===== config.mk =====
export PLATFORM = sky130hd
export DESIGN_NAME = cfsr_back
export DESIGN_NICKNAME = d
export VERILOG_FILES = /design/src/sv/cfsr_pkg.sv /design/src/sv/cfsr_back.sv
export SDC_FILE = /design/constraint.sdc
export NUM_CORES = 1
export LEC_CHECK = 0
export BUFFER_PORTS_ARGS = -buffer_cell sky130_fd_sc_hd__clkbuf_2
export CELL_PAD_IN_SITES_DETAIL_PLACEMENT = 0
export CELL_PAD_IN_SITES_GLOBAL_PLACEMENT = 1
export CORE_ASPECT_RATIO = 2
export CORE_MARGIN = 2
export CORE_UTILIZATION = 32
export CTS_CLUSTER_DIAMETER = 150
export CTS_CLUSTER_SIZE = 12
export DETAILED_ROUTE_END_ITERATION = 7
export GPL_ROUTABILITY_DRIVEN = 0
export GPL_TIMING_DRIVEN = 0
export PLACE_DENSITY_LB_ADDON = 0.1
export SYNTH_ARGS = -nofsm -noshare
export SYNTH_HDL_FRONTEND = slang
export SYNTH_SLANG_ARGS = --single-unit

===== constraint.sdc =====
create_clock -name clk -period 4.9 [get_ports clk]
set_clock_uncertainty 0.2 [all_clocks]
set_input_delay 1.225 -clock clk [delete_from_list [all_inputs] [get_ports clk]]
set_output_delay 1.225 -clock clk [all_outputs]
set_load 0.01 [all_outputs]

===== src/sv/cfsr_pkg.sv =====
// Shared types, constants and helper functions for the CAN frame subscription router.
package cfsr_pkg;

	localparam int unsigned TABLE_ENTRIES_DEF = 2032;
	localparam int unsigned ID_W = 11;
	localparam int unsigned CHAN_W = 3;
	localparam int unsigned DLC_W = 4;
	localparam int unsigned DATA_W = 64;
	localparam int unsigned NUM_CHANNELS = 5;
	localparam int unsigned QUEUE_DEPTH = 2;

	localparam logic [CHAN_W-1:0] HOST_CHANNEL = 3'd0;
	localparam logic [NUM_CHANNELS-1:0] HOST_MASK = 5'b00001;

	typedef logic [NUM_CHANNELS-1:0] chan_mask_t;

	typedef struct packed {
		logic [ID_W-1:0]   frame_id;
		logic [DLC_W-1:0]  length_code;
		logic [DATA_W-1:0] payload;
		chan_mask_t        fanout;
	} fwd_req_t;

	function automatic chan_mask_t chan_bit(input logic [CHAN_W-1:0] chan);
		chan_mask_t m;
		m = '0;
		for (int c = 0; c < NUM_CHANNELS; c++) begin
			m[c] = (chan == CHAN_W'(c));
		end
		return m;
	endfunction

	function automatic logic [CHAN_W-1:0] lowest_chan(input chan_mask_t mask);
		logic [CHAN_W-1:0] ch;
		ch = HOST_CHANNEL;
		for (int c = NUM_CHANNELS - 1; c >= 0; c--) begin
			if (mask[c]) begin
				ch = CHAN_W'(c);
			end
		end
		return ch;
	endfunction

endpackage


===== src/sv/cfsr_back.sv =====
// Back end: walks each fan-out mask in channel order and emits one copy per cycle unless stalled.
module cfsr_back (
	input  logic                         clk,
	input  logic                         arst_n,
	output logic                         pop,
	input  cfsr_pkg::fwd_req_t           pop_data,
	input  logic                         empty,
	output logic                         out_valid,
	input  logic                         out_stall,
	output logic [cfsr_pkg::CHAN_W-1:0]  target_channel,
	output logic [cfsr_pkg::ID_W-1:0]    frame_id_out,
	output logic [cfsr_pkg::DLC_W-1:0]   length_code_out,
	output logic [cfsr_pkg::DATA_W-1:0]  payload_out,
	output logic                         last_copy
);

	cfsr_pkg::fwd_req_t           cur_q;
	cfsr_pkg::chan_mask_t         rem_q;
	logic                         out_valid_q;
	logic [cfsr_pkg::CHAN_W-1:0]  target_q;
	logic                         last_q;
	logic [cfsr_pkg::ID_W-1:0]    id_q;
	logic [cfsr_pkg::DLC_W-1:0]   dlc_q;
	logic [cfsr_pkg::DATA_W-1:0]  payload_q;

	logic [cfsr_pkg::CHAN_W-1:0]  low_chan;
	cfsr_pkg::chan_mask_t         rem_after;
	cfsr_pkg::chan_mask_t         rem_nx;
	logic                         load;

	assign low_chan  = cfsr_pkg::lowest_chan(rem_q);
	assign rem_after = rem_q & ~cfsr_pkg::chan_bit(low_chan);
	assign load      = (rem_q != '0) && (!out_valid_q || !out_stall);
	assign rem_nx    = load ? rem_after : rem_q;
	assign pop       = (rem_nx == '0) && !empty;

	assign out_valid       = out_valid_q;
	assign target_channel  = target_q;
	assign frame_id_out    = id_q;
	assign length_code_out = dlc_q;
	assign payload_out     = payload_q;
	assign last_copy       = last_q;

	always_ff @(posedge clk or negedge arst_n) begin
		if (!arst_n) begin
			rem_q       <= '0;
			out_valid_q <= 1'b0;
		end else begin
			rem_q <= pop ? pop_data.fanout : rem_nx;
			if (load) begin
				out_valid_q <= 1'b1;
			end else if (!out_stall) begin
				out_valid_q <= 1'b0;
			end
		end
	end

	always_ff @(posedge clk) begin
		if (pop) begin
			cur_q <= pop_data;
		end
		if (load) begin
			target_q  <= low_chan;
			last_q    <= (rem_after == '0);
			id_q      <= cur_q.frame_id;
			dlc_q     <= cur_q.length_code;
			payload_q <= cur_q.payload;
		end
	end

endmodule


# Yosys cells after proc, flatten, opt, wreduce, memory -nomap -nowiden
# Cells that the tools add are included.
[totals] reg_bits=168 inputBits=88 output_inout_bits=85 word_cells=36
[classes] n_eq_ne=5 n_mux=9 n_bitwise=2 n_reduce_logical=10
[ops] cell="3-bit two-way mux" count=5
[ops] cell="5-bit zero test" count=2
[ops] cell="5-bit two-way mux" count=2
[ops] cell="3-bit by 2-bit == test with 1-bit output, second input constant" count=2
[ops] cell="5-bit AND" count=1
[ops] cell="5-bit NOT" count=1
[ops] cell="5-bit nonzero test" count=1
[ops] cell="3-bit by 1-bit == test with 1-bit output, second input constant" count=1
[ops] cell="3-bit == test, second input constant" count=1
[ops] cell="1-bit zero test" count=3
[ops] cell="3-bit zero test" count=1
[ops] cell="1-bit logical AND" count=2
[ops] cell="1-bit two-way mux" count=2
[ops] cell="2-bit by 1-bit != test with 1-bit output, second input constant" count=1
[ops] cell="1-bit logical OR" count=1

# Logic depth before layout (Yosys ltp)
[depth] depth_word=12 ltp_mapped=5 depth_no_buf=4

# Worst setup path after synthesis
# OpenSTA, ideal clock, no wires.
[synth_path] kind="input-to-reg" from="input out_stall" to="register id_q (netlist bit frame_id_out[0]), enable pin" setup_ns=0.525 arrival_time_ns=4.892 t_required_ns=4.175 slack_ns=-0.717 path_stages=2 path_buffers=0 cell_sequence="and2_1 -> nor2_1"
[synth_between] elab_chain_len=3
[synth_lines] element="start: declaration" line="cfsr_back.sv:9" source="input logic out_stall,"
[synth_lines] element="1-bit zero test"
[synth_lines] element="1-bit logical OR" line="cfsr_back.sv:33" source="assign load = (rem_q != '0) && (!out_valid_q || !out_stall);"
[synth_lines] element="1-bit logical AND" line="cfsr_back.sv:33"
[synth_lines] element="named net load" line="cfsr_back.sv:29" source="logic load;"
[synth_lines] element="end signal: assignment" line="cfsr_back.sv:65" source="id_q <= cur_q.frame_id;"
[synth_lines] element="end: declaration" line="cfsr_back.sv:22" source="logic [cfsr_pkg::ID_W-1:0] id_q;"
# The timed path passes the listed nets, and every way through them passes these cells.
# A chain may end at the register's enable or synchronous reset.

# Worst setup path after layout
[layout_path] from="input out_stall" to="output pop"
[layout_between] elab_chain_len=6
[layout_lines] element="1-bit zero test"
[layout_lines] element="1-bit logical OR" line="cfsr_back.sv:33"
[layout_lines] element="1-bit logical AND" line="cfsr_back.sv:33"
[layout_lines] element="5-bit two-way mux" line="cfsr_back.sv:34" source="assign rem_nx = load ? rem_after : rem_q;"
[layout_lines] element="5-bit zero test" line="cfsr_back.sv:35" source="assign pop = (rem_nx == '0) && !empty;"
[layout_lines] element="1-bit logical AND" line="cfsr_back.sv:35"
[layout_lines] element="end: declaration" line="cfsr_back.sv:5" source="output logic pop,"
# Every way passes these cells.

==> impl_metrics.csv <==
group,metric,value,unit
run_status,status,"finished, final reports clean",
setup_path,required,3.47,ns
floorplan,fp.dieH,186,um
synth,async_reset_ff_frac,0.0357,
layout,synthToLayoutAreaGrowth,34.9,%
clock_tree,cts_num_sinks,168,
sta,worstMarginPinSlew,0.596,ns
layout,drive_above_1_share,0.511,
sta,setup-violations-final,0,
floorplan,core,16300,um^2
synth,synth_edf_count,162,
routing,drc,0,
global_routing,antenna_found_initial,0,
clock_tree,post_cts_buffers,0,
place,io_buffers,172,
sta,max_slew_margin,0.601,
global_routing,grt_pass1_wl,15000,um
pwr,p_leak,2.79,nW
layout,insertedDiodeCount,0,
setup_path,crit_fanout,58,
clock_tree,cts_tree,"built",
global_routing,grt_max_degree,59,
routing,wl,10400,um
routing,first_pass_iters,6,
floorplan,die-area,17700,um^2
routing,ant_nets,0,
setup_path,cp.arrival,2.80,ns
pwr,total_power,4.81,mW
layout,nFillCells,1458,
clock_tree,cts_buffers,17,
layout,final_area,7150,um^2
flow_run,maxCapViolations,0,
setup_path,end_kind,"primary output",
floorplan,die_w,95.0,um
sta,drv_slew,0,
global_routing,grt_pass1_vias,2735,
synth,synth.distinct_cells,27,
sta,finalCritPeriodShare,0.862,
routing,wl_met1,3350,um
synth,synth_nets,301,
floorplan,start_util,0.326,
place,dp_hpwl,7330,um
layout,fin_cells,623,
global_routing,track_usage,0.121,
synth,synth_area,5300,um^2
floorplan,std_cell_rows,66,
sta,max_freq,237,MHz
routing,wl_per_cell,16.7,um
clock_tree,cts_resized,0,
pwr,seqPwrFrac,0.494,
clock_tree,postCtsHoldBufs,0,
synth,syn_inst,213,
clock_tree,htree_levels,4,
routing,top_layer_used,"met4",
pwr,ir_drop,0.000371,V
pwr,intPower,3.53,mW
synth,ys_warn_count,0,
clock_tree,clk_path_buf_depth,2,
routing,drt_iter0_drc,93,
sta,final_hold_viol_count,0,
pwr,p_per_area,673,nW/um^2
setup_path,crit_type,"in2out",
routing,avgViaCountPerCell,4.27,
pwr,comb_power_share,0.203,
place,place_area,6500,um^2
synth,synth_top_flop_cell,"edfxtp_1",
clock_tree,clockRootBuffer,"clkbuf_16",
routing,wl_met3,732,um
sta,setup_tns,0,ns
worst_hold_path,min_path_type,"reg2reg",
sta,rsz0062_at_grt,"false",
synth,synth-seq-area-share,0.946,
clock_tree,clk_latency,0.41,ns
pwr,power.switching,1.29,mW
pwr,switching_share,0.267,
sta,post-route-min-period,4.22,ns
setup_path,cp-start-kind,"input pin",
synth,synth_seq_cells,168,
place,post-place-cells,592,
layout,nNetsFinal,495,
layout,final_util,0.440,
synth,syn_avg_cell_area,24.9,um^2
floorplan,io-pin-count,173,
clock_tree,path_clk_slew,0.06,ns
routing,vias,2662,
routing,wl_met2,6080,um
global_routing,gr-total-overflow,0,
pwr,power.clock.fraction,0.304,
## flip-flops by register name, indices dropped and copies added, names as in the netlist
| signal | count |
|---|---|
| cur_q | 79 |
| frame_id_out | 11 |
| last_copy | 1 |
| length_code_out | 4 |
| out_valid | 1 |
| payload_out | 64 |
| rem_q | 5 |
| target_channel | 3 |
## layer usage
metal | track usage | vias to the layer above
met3 | 0.0494 | 11
li1 | - | 1246
met5 | 0 | -
met4 | 0.0667 | 0
met1 | 0.112 | 1300
met2 | 0.220 | 105
## final cells by class
cell class | count | area (um^2) | share of cell area
clock inverters | 14 | 230 | 0.0322
inverters | 2 | 7.51 | 0.00105
well taps | 204 | 255 | 0.0357
plain buffers | 3 | 18.8 | 0.00262
multi-input cells | 40 | 272 | 0.0380
flip-flops and latches | 168 | 5010 | 0.701
repair buffers | 175 | 928 | 0.130
clock buffers | 17 | 425 | 0.0595
## power groups by stage
stage / combinational [mW] / clock [mW] / sequential [mW]
finish: 0.975 / 1.46 / 2.38
global route: 1.07 / 1.57 / 2.43
CTS: 1.01 / 1.51 / 2.38
detailed placement: 1.01 / 0 / 2.41
global placement: 0.925 / 0 / 2.45
floorplan: 0.341 / 0 / 2.57
## worst max-delay path, cell delays in order
cell,delay [ns]
clkbuf_2,0.11
nand2_1,0.17
nand3_1,0.15
nand3b_2,0.17
and2_4,0.40
buf_16,0.31
clkbuf_2,0.20
## Yosys cell counts, drive strengths merged, types with 2 or more instances
| master | count | area (um^2) |
|---|---|---|
| nor2 | 5 | 28.8 |
| nand3 | 2 | 10.0 |
| and2 | 2 | 12.5 |
| dfrtp | 6 | 150 |
| clkbuf | 2 | 7.51 |
| a21oi | 4 | 20.0 |
| o21ai | 7 | 35.0 |
| nand2 | 4 | 15.0 |
| o31a | 2 | 17.5 |
| a32o | 4 | 42.5 |
| inv | 2 | 7.51 |
| edfxtp | 162 | 4860 |
## final timing paths
path | end | from | depth (start not counted) | slack, ns
max in group asynchronous | rem_q[1]$_DFF_PN0_ | arst_n | 1 | 3.89
setup reg to reg | cur_q[62]$_DFFE_PP_ | rem_q[2]$_DFF_PN0_ | 5 | 2.19
min in group asynchronous | rem_q[4]$_DFF_PN0_ | arst_n | 1 | 0.44
hold reg to reg | frame_id_out[7]$_DFFE_PN_ | cur_q[80]$_DFFE_PP_ | 0 | 0.22
hold / removal | frame_id_out[7]$_DFFE_PN_ | cur_q[80]$_DFFE_PP_ | 0 | 0.22
setup / recovery | pop | out_stall | 7 | 0.68
## stage by stage
step	hold WS (ns)	setup WS, ns
after floorplan	0.200	0.00530
after global placement	0.200	-1.57
after detailed placement	0.205	0.674
after CTS	0.218	0.639
after global routing	0.223	0.557
final	0.218	0.676
## cells in the final DEF, fill, tap and decap left out, drive strengths merged, types with 4 or more instances in the layout
cell      n
clkinv    6
nand2     4
clkbuf  191
dfrtp     6
a32o      4
o21ai     7
edfxtp  162
buf       4
nor2      5
bufinv    6
a21oi     4
## kinds of logic after synthesis
family | count (synthesis) | synth area share
AOI/OAI and AO/OA | 20 | 0.0262
adders and majority gates | 1 | 0.00189
buffers and inverters | 5 | 0.00496
DFF | 168 | 0.946
and+or+nand+nor | 19 | 0.0212
Power figures use the tool's default switching activity.
