[src/sv/cfsr_pkg.sv]
// Shared types, constants and helper functions for the CAN frame subscription router.
package cfsr_pkg;

	localparam int unsigned TABLE_ENTRIES_DEF = 2032;
	localparam int unsigned ID_W = 11;
	localparam int unsigned CHAN_W = 3;
	localparam int unsigned DLC_W = 4;
	localparam int unsigned DATA_W = 64;
	localparam int unsigned NUM_CHANNELS = 5;
	localparam int unsigned QUEUE_DEPTH = 2;

	localparam logic [CHAN_W-1:0] HOST_CHANNEL = 3'd0;
	localparam logic [NUM_CHANNELS-1:0] HOST_MASK = 5'b00001;

	typedef logic [NUM_CHANNELS-1:0] chan_mask_t;

	typedef struct packed {
		logic [ID_W-1:0]   frame_id;
		logic [DLC_W-1:0]  length_code;
		logic [DATA_W-1:0] payload;
		chan_mask_t        fanout;
	} fwd_req_t;

	function automatic chan_mask_t chan_bit(input logic [CHAN_W-1:0] chan);
		chan_mask_t m;
		m = '0;
		for (int c = 0; c < NUM_CHANNELS; c++) begin
			m[c] = (chan == CHAN_W'(c));
		end
		return m;
	endfunction

	function automatic logic [CHAN_W-1:0] lowest_chan(input chan_mask_t mask);
		logic [CHAN_W-1:0] ch;
		ch = HOST_CHANNEL;
		for (int c = NUM_CHANNELS - 1; c >= 0; c--) begin
			if (mask[c]) begin
				ch = CHAN_W'(c);
			end
		end
		return ch;
	endfunction

endpackage

[src/sv/cfsr_fifo.sv]
// Short queue of fan-out requests between front and back end.
module cfsr_fifo (
	input  logic               clk,
	input  logic               arst_n,
	input  logic               push,
	input  cfsr_pkg::fwd_req_t push_data,
	output logic               full,
	input  logic               pop,
	output cfsr_pkg::fwd_req_t pop_data,
	output logic               empty
);

	localparam int unsigned PTR_W = $clog2(cfsr_pkg::QUEUE_DEPTH);
	localparam int unsigned CNT_W = $clog2(cfsr_pkg::QUEUE_DEPTH + 1);

	cfsr_pkg::fwd_req_t entry_q [cfsr_pkg::QUEUE_DEPTH];
	logic [PTR_W-1:0]   wr_ptr_q;
	logic [PTR_W-1:0]   rd_ptr_q;
	logic [CNT_W-1:0]   count_q;

	assign full     = (count_q == CNT_W'(cfsr_pkg::QUEUE_DEPTH));
	assign empty    = (count_q == '0);
	assign pop_data = entry_q[rd_ptr_q];

	always_ff @(posedge clk or negedge arst_n) begin
		if (!arst_n) begin
			wr_ptr_q <= '0;
			rd_ptr_q <= '0;
			count_q  <= '0;
		end else begin
			if (push) begin
				wr_ptr_q <= wr_ptr_q + 1'b1;
			end
			if (pop) begin
				rd_ptr_q <= rd_ptr_q + 1'b1;
			end
			if (push && !pop) begin
				count_q <= count_q + 1'b1;
			end else if (pop && !push) begin
				count_q <= count_q - 1'b1;
			end
		end
	end

	always_ff @(posedge clk) begin
		if (push) begin
			entry_q[wr_ptr_q] <= push_data;
		end
	end

endmodule

[config.mk]
export PLATFORM = sky130hd
export DESIGN_NAME = cfsr_fifo
export DESIGN_NICKNAME = d
export VERILOG_FILES = /design/src/sv/cfsr_pkg.sv /design/src/sv/cfsr_fifo.sv
export SDC_FILE = /design/constraint.sdc
export NUM_CORES = 1
export LEC_CHECK = 0
export BUFFER_PORTS_ARGS = -buffer_cell sky130_fd_sc_hd__clkbuf_2
export CORE_MARGIN = 2
export CORE_UTILIZATION = 55
export DETAILED_ROUTE_END_ITERATION = 8
export PLACE_DENSITY = 0.82
export SYNTH_ARGS = -nofsm -noshare
export SYNTH_HDL_FRONTEND = slang
export SYNTH_SLANG_ARGS = --single-unit
[constraint.sdc]
create_clock -name clk -period 8.1 [get_ports clk]
set_input_delay 1.62 -clock clk [delete_from_list [all_inputs] [get_ports clk]]
set_output_delay 1.62 -clock clk [all_outputs]
set_load 0.01 [all_outputs]
# Word level (Yosys, flattened, before mapping)
# Memories as Yosys holds them, arrays and structs flattened.
# Cells that the tools add are included.
[word_totals] input_bits=88 ram_bits=168 output_inout_bits=86 reg_bits=4 word_cells=19 mem_count=1
[op_classes] muxes=4 eq_ne=1 add_sub_neg=4 reduce_logical=6
[memory_table] name="entry_q" words=2 word_bits=84 rd=1 rd_clocked_by_memory_dff=0 wr=1 line_no="cfsr_fifo.sv:16" text="cfsr_pkg::fwd_req_t entry_q [cfsr_pkg::QUEUE_DEPTH];"
[op_table] cell="2-bit 2-to-1 mux" n=2
[op_table] cell="1-bit adder, second input constant" n=2
[op_table] cell="2-bit by 1-bit adder with 2-bit output, second input constant" n=1
[op_table] cell="2-bit equality test, second input constant" n=1
[op_table] cell="1-bit logical AND" n=2
[op_table] cell="1-bit logical NOT" n=2
[op_table] cell="2-bit logical NOT" n=1
[op_table] cell="1-bit 2-to-1 mux" n=2
[op_table] cell="2-bit nonzero test" n=1
[op_table] cell="2-bit by 1-bit subtractor with 2-bit output, second input constant" n=1

# Longest topological paths before layout
# Gate-level depths: netlist of the first run.
[depth] ltp_word=4 ltp_mapped=5 depth_no_buf=5

# Worst setup path before layout of the first run
# Ideal clock, no wire load.
[synth_path] kind="input port to flip-flop" from="in push" to="mem entry_q[0][0] (netlist bit) (enable)" path_stages=1 t_required_ns=7.563 setup_slack_ns=2.274 n_path_buf=0 arrival_ns=5.289 setup_ns=0.537 cell_sequence="nor2b_1"
[synth_via] elab_chain_len=2
[synth_rtl] element="start, declared" line_no="cfsr_fifo.sv:5" text="input logic push,"
[synth_rtl] element="1-bit 2-to-1 mux" line_no="cfsr_fifo.sv:46" text="if (push) begin"
[synth_rtl] element="1-bit 2-to-1 mux (not written as such)" line_no="cfsr_fifo.sv:47" text="entry_q[wr_ptr_q] <= push_data;"
[synth_rtl] element="end, declared" line_no="cfsr_fifo.sv:16"
# Every way passes these cells.

==> results of run 1 <==
## layer usage
metal	share of wire	up-vias	track usage	wire, um
met5	0	-	0	0
met4	0.012	0	0.06000	127
met3	0.080	12	0.06452	869
met2	0.50	144	0.2978	5384
met1	0.41	1575	0.2285	4449
li1	-	1477	-	-
## placed cells by master (no fill, tap or decap)
cell type,count
and2_4,1
buf_4,1
bufinv_16,3
clkbuf_1,1
clkbuf_16,17
clkbuf_2,173
clkinv_1,4
clkinv_2,3
clkinv_4,2
clkinvlp_4,2
dfrtp_1,3
dfrtp_4,1
edfxtp_1,168
ha_1,1
inv_1,1
mux2_1,50
mux2_2,34
nor2_1,2
nor2b_1,1
nor2b_4,1
xnor2_1,1
xor2_1,4
## cells by family (layout without fill, tap and decap cells)
logic type               Yosys count  count (layout)  share of synthesized area
buffers and inverters             10             207                    0.01320
adder cells (fa/ha/maj)            1               1                   0.002000
flip-flops                       172             172                     0.8224
multiplexers                      84              84                     0.1512
XOR/XNOR                           5               5                   0.007000
AND/OR/NAND/NOR                    5               5                   0.004201
## report_power, final
group	switching [mW]	internal [mW]	total, mW	leakage [nW]
registers	0.125	1.18	1.31	1.62
logic	0.326	0.302	0.629	1.11
clock network	0.313	0.479	0.792	0.280
total	0.764	1.97	2.73	3.01
## worst paths after layout
check	from	end	slack, ps	depth (start not counted)
max in group asynchronous	arst_n	rd_ptr_q	6950	1
worst max register to register	wr_ptr_q	entry_q[0][30]	5840	2
worst min-delay path	count_q[1]	count_q[1]	530	1
min in group asynchronous	arst_n	wr_ptr_q	1000	1
worst max-delay path	rd_ptr_q	pop_data[70]	4280	2
worst min register to register	count_q[1]	count_q[1]	530	1
## cell type report
type                       count  area, sq um
timing repair buffer         174        873.3
multi-input combinational     95         1039
clock inverter                14        152.6
sequential                   172         5149
fill                         720         3162
tap                          140        175.2
clock buffer                  18        429.2
inverter                       1        3.754
## sequential cells by signal, summed over array words and instances (netlist names)
signal,count
entry_q,168
count_q,2
rd_ptr_q,1
wr_ptr_q,1
==> impl_metrics.toml, run 1 <==
[status]
status = "completed"

[setup_path]
critical_path_class = "register to primary output"
critPathTopFamily = "flip-flops"
critPathSlowestCell = "dfrtp_4"
setup.worst_path.start_class = "register"
critPathMaxStageDelay_ps = 1180
critPathMaxFanout = 85
crit_chain = "mux2_2 > clkbuf_2"
path_buf_inv = 1
end_kind = "primary output"
arrival_ps = 2200
critPathRequiredTime_ps = 6480

[floorplanning]
die_x_um = 110.7
floorplan.initialDensity = 0.5696
core_area_sq_um = 10980
die_area_sq_um = 12240
die_height_um = 110.7
boundaryPins = 174
placementRows = 38

[placement]
portBuffers = 173
place_ws_ps = 4450
dp_hpwl_um = 6874
gp_congestion = 0.7091
placed_cells = 582
place_area_sq_um = 7239

[timing]
tightest_slew_ps = 1158
fin_crit_sh = 0.4720
clock_skew_ps = 9.789
fin_crit_ps = 3823
setup_tns_ps = 0
finalHoldViolations = 0
fmax_ghz = 0.2616
setup_violations = 0
rsz0062_at_grt = "false"
layout_setup_ws_ps = 4277
timing.hold.ws_ps = 529.8
slew_headroom = 0.2281
maxSlewViolCount = 0

[pwr]
power.leakage_nw = 3.013
p_per_area_nw_per_um2 = 349.1
total_power_mw = 2.731
ir_drop_mv = 0.3280

[clock_tree]
cts_buffer_depth = 2
clk_root_buffer_cell = "clkbuf_16"
cts_tree = "built"
cts_buffers = 17
post-cts-setup-buffers = 0
clock_sinks = 172
cts_max_level = 4
hold_buffers = 0
clk_pin_slew_ps = 60
cts_resized = 0
insertion_delay_ps = 410

[logic_synthesis]
synthTopCellsByArea = "edfxtp_1 81%, mux2_1 9.0%, mux2_2 6.1%, dfrtp_1 1.6%, buf_6 0.90%"
synthesis.nets = 366
mappedNetlistArea_sq_um = 6256
synth-edff-count = 168
synthFlopType = "edfxtp_1"
synthArstFlopShare = 0.02326
synth_seq_area_share = 0.8224
yosysMostFrequentCell = "edfxtp_1"
ys_ff_latch = 172
synthTopCellsByCount = "168 x edfxtp_1, 50 x mux2_1, 34 x mux2_2"
synth_area_leader_cell = "edfxtp_1"
synth.top_cell.area_share = 0.8064
syn_area_per_cell_sq_um = 22.58
synth_cells = 277
synth.distinct_cells = 14
yosys_warnings = 0

[global_routing]
grt_use_total = 0.1818
grt_pass1_vias = 3316
grt_overflow_total = 0
grt_max_degree = 86
grt_pass1_wl_um = 16960
antenna_found_initial = 0

[cells_and_area]
diodes = 0
drive_gt1_frac = 0.5021
area_growth_syn_to_layout_pct = 25.02
stdcell_count = 614
final_nets = 550
final_core_utilization = 0.7121
final_area_sq_um = 7821

[job]
max_cap_violations = 0

[worst_hold_path]
hold_class = "register to register"

[drt]
antenna_left = 0
wl_um = 10830
drc = 0
num_vias = 3208
drt_iter0_drc = 150
avgViaCountPerCell = 5.225
post_drt_wl_per_cell_um = 17.64
drt-pass1-iter-count = 6
Note: power is estimated with default switching activity, not from simulation.
==> run 2, diff against run 1 <==
- CORE_UTILIZATION: 55 -> 52
- PLACE_DENSITY: 0.82 -> 0.79
- clock period: 8.1 -> 4 ns (I/O delays scaled with it)
==> run 2 against run 1 <==
  * Final area about the same
  * Non-clock buffer count unchanged
  * Combinational power grew 100%
  * Utilization decreased by 5.2 points
  * Setup slack worse by 3300 ps
  * Critical endpoint is now pop_data[77]
  * Largest power group unchanged
==> impl_metrics.toml, run 2 (synthesis results as in run 1) <==
[clock_tree]
cts_buffer_depth = 2
clock_sinks = 172
cts_tree = "built"
cts_buffers = 17
clk_pin_slew_ps = 60
insertion_delay_ps = 410
post-cts-setup-buffers = 0
clk_root_buffer_cell = "clkbuf_16"
cts_max_level = 4
cts_resized = 0
hold_buffers = 0

[timing]
setup_violations = 0
tightest_slew_ps = 1156
rsz0062_at_grt = "false"
fmax_ghz = 0.3300
maxSlewViolCount = 0
timing.hold.ws_ps = 181.3
fin_crit_sh = 0.7576
clock_skew_ps = 5.994
setup_tns_ps = 0
fin_crit_ps = 3031
finalHoldViolations = 0
slew_headroom = 0.2296

[floorplanning]
die_x_um = 113.7
floorplan.initialDensity = 0.5274
core_area_sq_um = 11860
boundaryPins = 174
die_height_um = 113.7
die_area_sq_um = 12920
placementRows = 40

[global_routing]
grt_max_degree = 86
grt_use_total = 0.1722
grt_pass1_wl_um = 16420
antenna_found_initial = 0
grt_overflow_total = 0
grt_pass1_vias = 3397

[drt]
antenna_left = 0
post_drt_wl_per_cell_um = 17.39
num_vias = 3167
drc = 0
drt_iter0_drc = 232
drt-pass1-iter-count = 4
avgViaCountPerCell = 5.108
wl_um = 10780

[pwr]
p_sw_mw = 1.517
combinationalPowerShare = 0.232
p_sw_frac = 0.2754
p_clk_frac = 0.287
ir_drop_mv = 0.3903
p_per_area_nw_per_um2 = 703.6
power.internal_mw = 3.991
power.leakage_nw = 3.005
pwr-share-seq = 0.481

[placement]
dp_hpwl_um = 6916
portBuffers = 173
placed_cells = 589
gp_congestion = 0.6692

[setup_path]
setup.worst_path.start_class = "register"
arrival_ps = 2230
critPathRequiredTime_ps = 3200
critPathMaxFanout = 85
end_kind = "primary output"
critical_path_class = "register to primary output"

[cells_and_area]
largestRegisters = "entry_q (168), count_q (2)"
layout_common_cells = "173 x clkbuf_2, 168 x edfxtp_1, 50 x mux2_1"
area_growth_syn_to_layout_pct = 25.12
drive_gt1_frac = 0.4968
seqCellArea_sq_um = 5149
stdcell_count = 620
final_common_cell = "clkbuf_2"
nFillCells = 821
diodes = 0
final_nets = 550
top_register = "entry_q"
multi_input_area_sq_um = 1039
largest_reg_flops = 168

[worst_hold_path]
hold_class = "input port to async pin"

[status]
status = "completed"

[job]
max_cap_violations = 0
==> run 2: cell count changes in the layout (fill, tap and decap cells not counted) <==
| cell | previous run | this run |
|---|---|---|
| buf_4 | 1 | 0 |
| buf_12 | 0 | 1 |
| clkinv_2 | 3 | 2 |
| clkbuf_1 | 1 | 6 |
| clkinv_4 | 2 | 0 |
| clkinv_1 | 4 | 1 |
==> run 2: cell type report <==
cell class | instances | share of cell area
well taps | 147 | 0.02350
repair buffers | 174 | 0.1132
clock inverters | 8 | 0.01519
clock buffers | 23 | 0.05723
flip-flops and latches | 172 | 0.6578
multi-input cells | 95 | 0.1327
inverters | 1 | 0.0004795
==> run 2: final timing paths <==
| kind | startpoint | end | slack, ps | cells after the start |
|---|---|---|---|---|
| setup / recovery | rd_ptr_q | pop_data[77] | 970 | 2 |
| hold / removal | arst_n | rd_ptr_q | 180 | 1 |
| setup reg to reg | wr_ptr_q | entry_q[1][51] | 2200 | 1 |
| hold reg to reg | count_q[1] | count_q[1] | 520 | 1 |
| max in group asynchronous | arst_n | rd_ptr_q | 3680 | 1 |
| min in group clk | count_q[1] | count_q[1] | 520 | 1 |
==> run 2: critical path, cell delays in order (launching register included) <==
cell,delay (ps)
dfrtp_4,1110
mux2_2,430
clkbuf_2,130
==> run 2: per-stage QoR <==
step | total power, mW | setup slack (ps) | util | cell area (sq um)
2_1_floorplan | 3.466 | 569.0 | - | 6259
3_3_place_gp | 3.946 | 1441 | 0.6121 | 7261
3_5_place_dp | 3.990 | 1422 | 0.6121 | 7261
4_1_cts | 5.572 | 973.1 | 0.6599 | 7828
5_1_grt | 5.747 | 897.4 | 0.6599 | 7828
6_report | 5.507 | 969.5 | 0.6599 | 7828
==> run 2: power by group through the flow <==
stage	combinational [mW]	clock (mW)	sequential [mW]
after floorplan	0.956	0	2.51
after global placement	1.28	0	2.67
after detailed placement	1.29	0	2.70
after CTS	1.30	1.61	2.66
after global routing	1.38	1.68	2.70
final	1.28	1.58	2.65
==> run 2: routing by layer <==
metal	track usage	share of wire	vias to the layer above
met2	0.2902	0.49	124
met5	0	0	-
met3	0.06748	0.085	9
met4	0.07317	0.010	0
met1	0.1970	0.41	1570
li1	-	-	1464
==> run 3, diff against run 2 <==
- ABC_AREA: unset -> 1
- CORE_UTILIZATION: 52 -> 47
- PLACE_DENSITY: 0.79 -> 0.75
- clock period: 4 -> 2.5 ns (I/O delays scaled with it)
==> run 3 against run 2 <==
  * Total power is 60% higher
  * Clock skew is 0.61 ps higher
  * Combinational power is 80% higher
  * Cell count is 7.7% higher
  * Setup slack worse by 870 ps
  * Flip-flop and latch count stayed put
  * Critical path depth is 1 higher
  * Worst hold slack better by 92 ps
  * First-iteration DRC count is 8.6% lower
  * Utilization is 5.4 points lower
==> impl_metrics.toml, run 3 <==
[clock_tree]
clk_root_buffer_cell = "clkbuf_16"
cts_max_level = 4
insertion_delay_ps = 410
clock_sinks = 172
hold_buffers = 1
cts_buffers = 17
cts_tree = "built"
cts_resized = 0
cts_buffer_depth = 2
clk_pin_slew_ps = 60
post-cts-setup-buffers = 0

[pwr]
ir_drop_mv = 0.6415
power.leakage_nw = 3.073
p_per_area_nw_per_um2 = 1107

[logic_synthesis]
synthTopCellsByCount = "168 x edfxtp_1, 50 x mux2_1, 34 x mux2_2"
syn_area_per_cell_sq_um = 21.94
synthTopCellsByArea = "edfxtp_1 80%, mux2_1 9.0%, mux2_2 6.1%, dfrtp_1 1.6%, buf_6 0.90%"
synth_seq_area_share = 0.8198
synthFlopType = "edfxtp_1"
synth_area_leader_cell = "edfxtp_1"
yosys_warnings = 0
synthesis.nets = 375
yosysMostFrequentCell = "edfxtp_1"
mappedNetlistArea_sq_um = 6276
synthArstFlopShare = 0.02326
synth_cells = 286
synth-edff-count = 168
synth.top_cell.area_share = 0.8038
ys_ff_latch = 172
synth.distinct_cells = 15

[floorplanning]
placementRows = 42
boundaryPins = 174
floorplan.initialDensity = 0.4777
die_height_um = 119.6
die_x_um = 119.6
core_area_sq_um = 13140
die_area_sq_um = 14290

[cells_and_area]
area_growth_syn_to_layout_pct = 26.75
largest_reg_flops = 168
layout_common_cells = "173 x clkbuf_2, 168 x edfxtp_1, 50 x mux2_1"
final_core_utilization = 0.6055
largestRegisters = "entry_q (168), count_q (2)"
final_nets = 567
drive_gt1_frac = 0.5031
top_register = "entry_q"
final_common_cell = "clkbuf_2"

[global_routing]
grt_max_degree = 58
antenna_found_initial = 1
grt_pass1_vias = 3399
grt_pass1_wl_um = 16660
grt_overflow_total = 0
grt_use_total = 0.1554

[placement]
dp_hpwl_um = 7198
portBuffers = 173
gp_congestion = 0.7049

[timing]
setup_tns_ps = 0
fin_crit_sh = 0.9588
fmax_ghz = 0.4172
setup_violations = 0
maxSlewViolCount = 0
fin_crit_ps = 2397
slew_headroom = 0.7201
finalHoldViolations = 0
clock_skew_ps = 6.607
rsz0062_at_grt = "false"
tightest_slew_ps = 419.9

[drt]
wl_um = 10640
avgViaCountPerCell = 4.774
num_vias = 3189
antenna_left = 0
drc = 0
post_drt_wl_per_cell_um = 15.93
drt-pass1-iter-count = 6
drt_iter0_drc = 212

[setup_path]
critical_path_class = "register to primary output"
arrival_ps = 1900
end_kind = "primary output"
setup.worst_path.start_class = "register"
critPathMaxFanout = 40
critPathRequiredTime_ps = 2000

[status]
status = "completed"

[worst_hold_path]
hold_class = "input port to register"

[job]
max_cap_violations = 0
==> run 3: changes by cell type after synthesis <==
cell	delta
xor2_1	-2
inv_1	+6
nand2_1	+5
nor2_1	+1
nand4_1	+1
nor2b_1	-2
nand3_1	+1
and2_1	-1
==> run 3: where the power goes <==
part | switching [mW] | internal [mW]
clock | 0.993 | 1.46
sequential | 0.216 | 3.83
combinational | 1.26 | 1.05
==> run 3: final cells by class <==
cell class                      instances  area [sq um]
Fill cell                            1014          5182
Sequential cell                       172          5149
Multi-Input combinational cell         98          1033
Timing Repair Buffer                  182         960.9
Clock buffer                           19         432.9
Tap cell                              176         220.2
Clock inverter                         13         126.4
Inverter                                7         30.03
Antenna cell                            1         2.502
==> run 3: metal layers <==
| layer | vias to the layer above | wire length, um | GRT usage |
|---|---|---|---|
| met2 | 123 | 5484 | 0.2614 |
| met4 | 0 | 52 | 0.05074 |
| li1 | 1511 | - | - |
| met3 | 4 | 828 | 0.06892 |
| met1 | 1551 | 4277 | 0.1785 |
| met5 | - | 0 | 0 |
==> run 3: cells by family after synthesis <==
logic type | after synthesis | share of synthesized area
and+or+nand+nor | 10 | 0.006579
buffers and inverters | 16 | 0.01675
adders and majority gates | 1 | 0.001993
DFF | 172 | 0.8198
muxes | 84 | 0.1507
xor gates and xnor gates | 3 | 0.004187
==> run 3: worst paths after layout <==
kind,start,to,slack [ps],depth (start not counted)
hold / removal,push_data[79],entry_q[0][79],270,1
hold reg to reg,count_q[1],count_q[1],540,2
setup / recovery,rd_ptr_q,pop_data[47],100,3
setup reg to reg,wr_ptr_q,entry_q[1][35],1140,3
max in group asynchronous,arst_n,rd_ptr_q,1910,2
min in group asynchronous,arst_n,rd_ptr_q,440,2
==> run 3: critical path, cell delays in order (launching register included) <==
cell and delay [ps]:
dfrtp_4 660, buf_12 280, mux2_1 370, clkbuf_2 140
==> run 3: metrics by stage <==
step / area [sq um] / total power, mW / cells / hold slack, ps / setup WS, ps
after floorplan: 6287 / 5.538 / 286 / 204.4 / 296.0
after global placement: 7383 / 6.405 / 634 / 309.4 / 533.4
after detailed placement: 7383 / 6.465 / 634 / 312.6 / 528.2
after CTS: 7953 / 8.931 / 667 / 253.4 / 65.97
after global routing: 7953 / 9.229 / 667 / 250.7 / 8.060
final: 7955 / 8.807 / 668 / 273.0 / 102.9
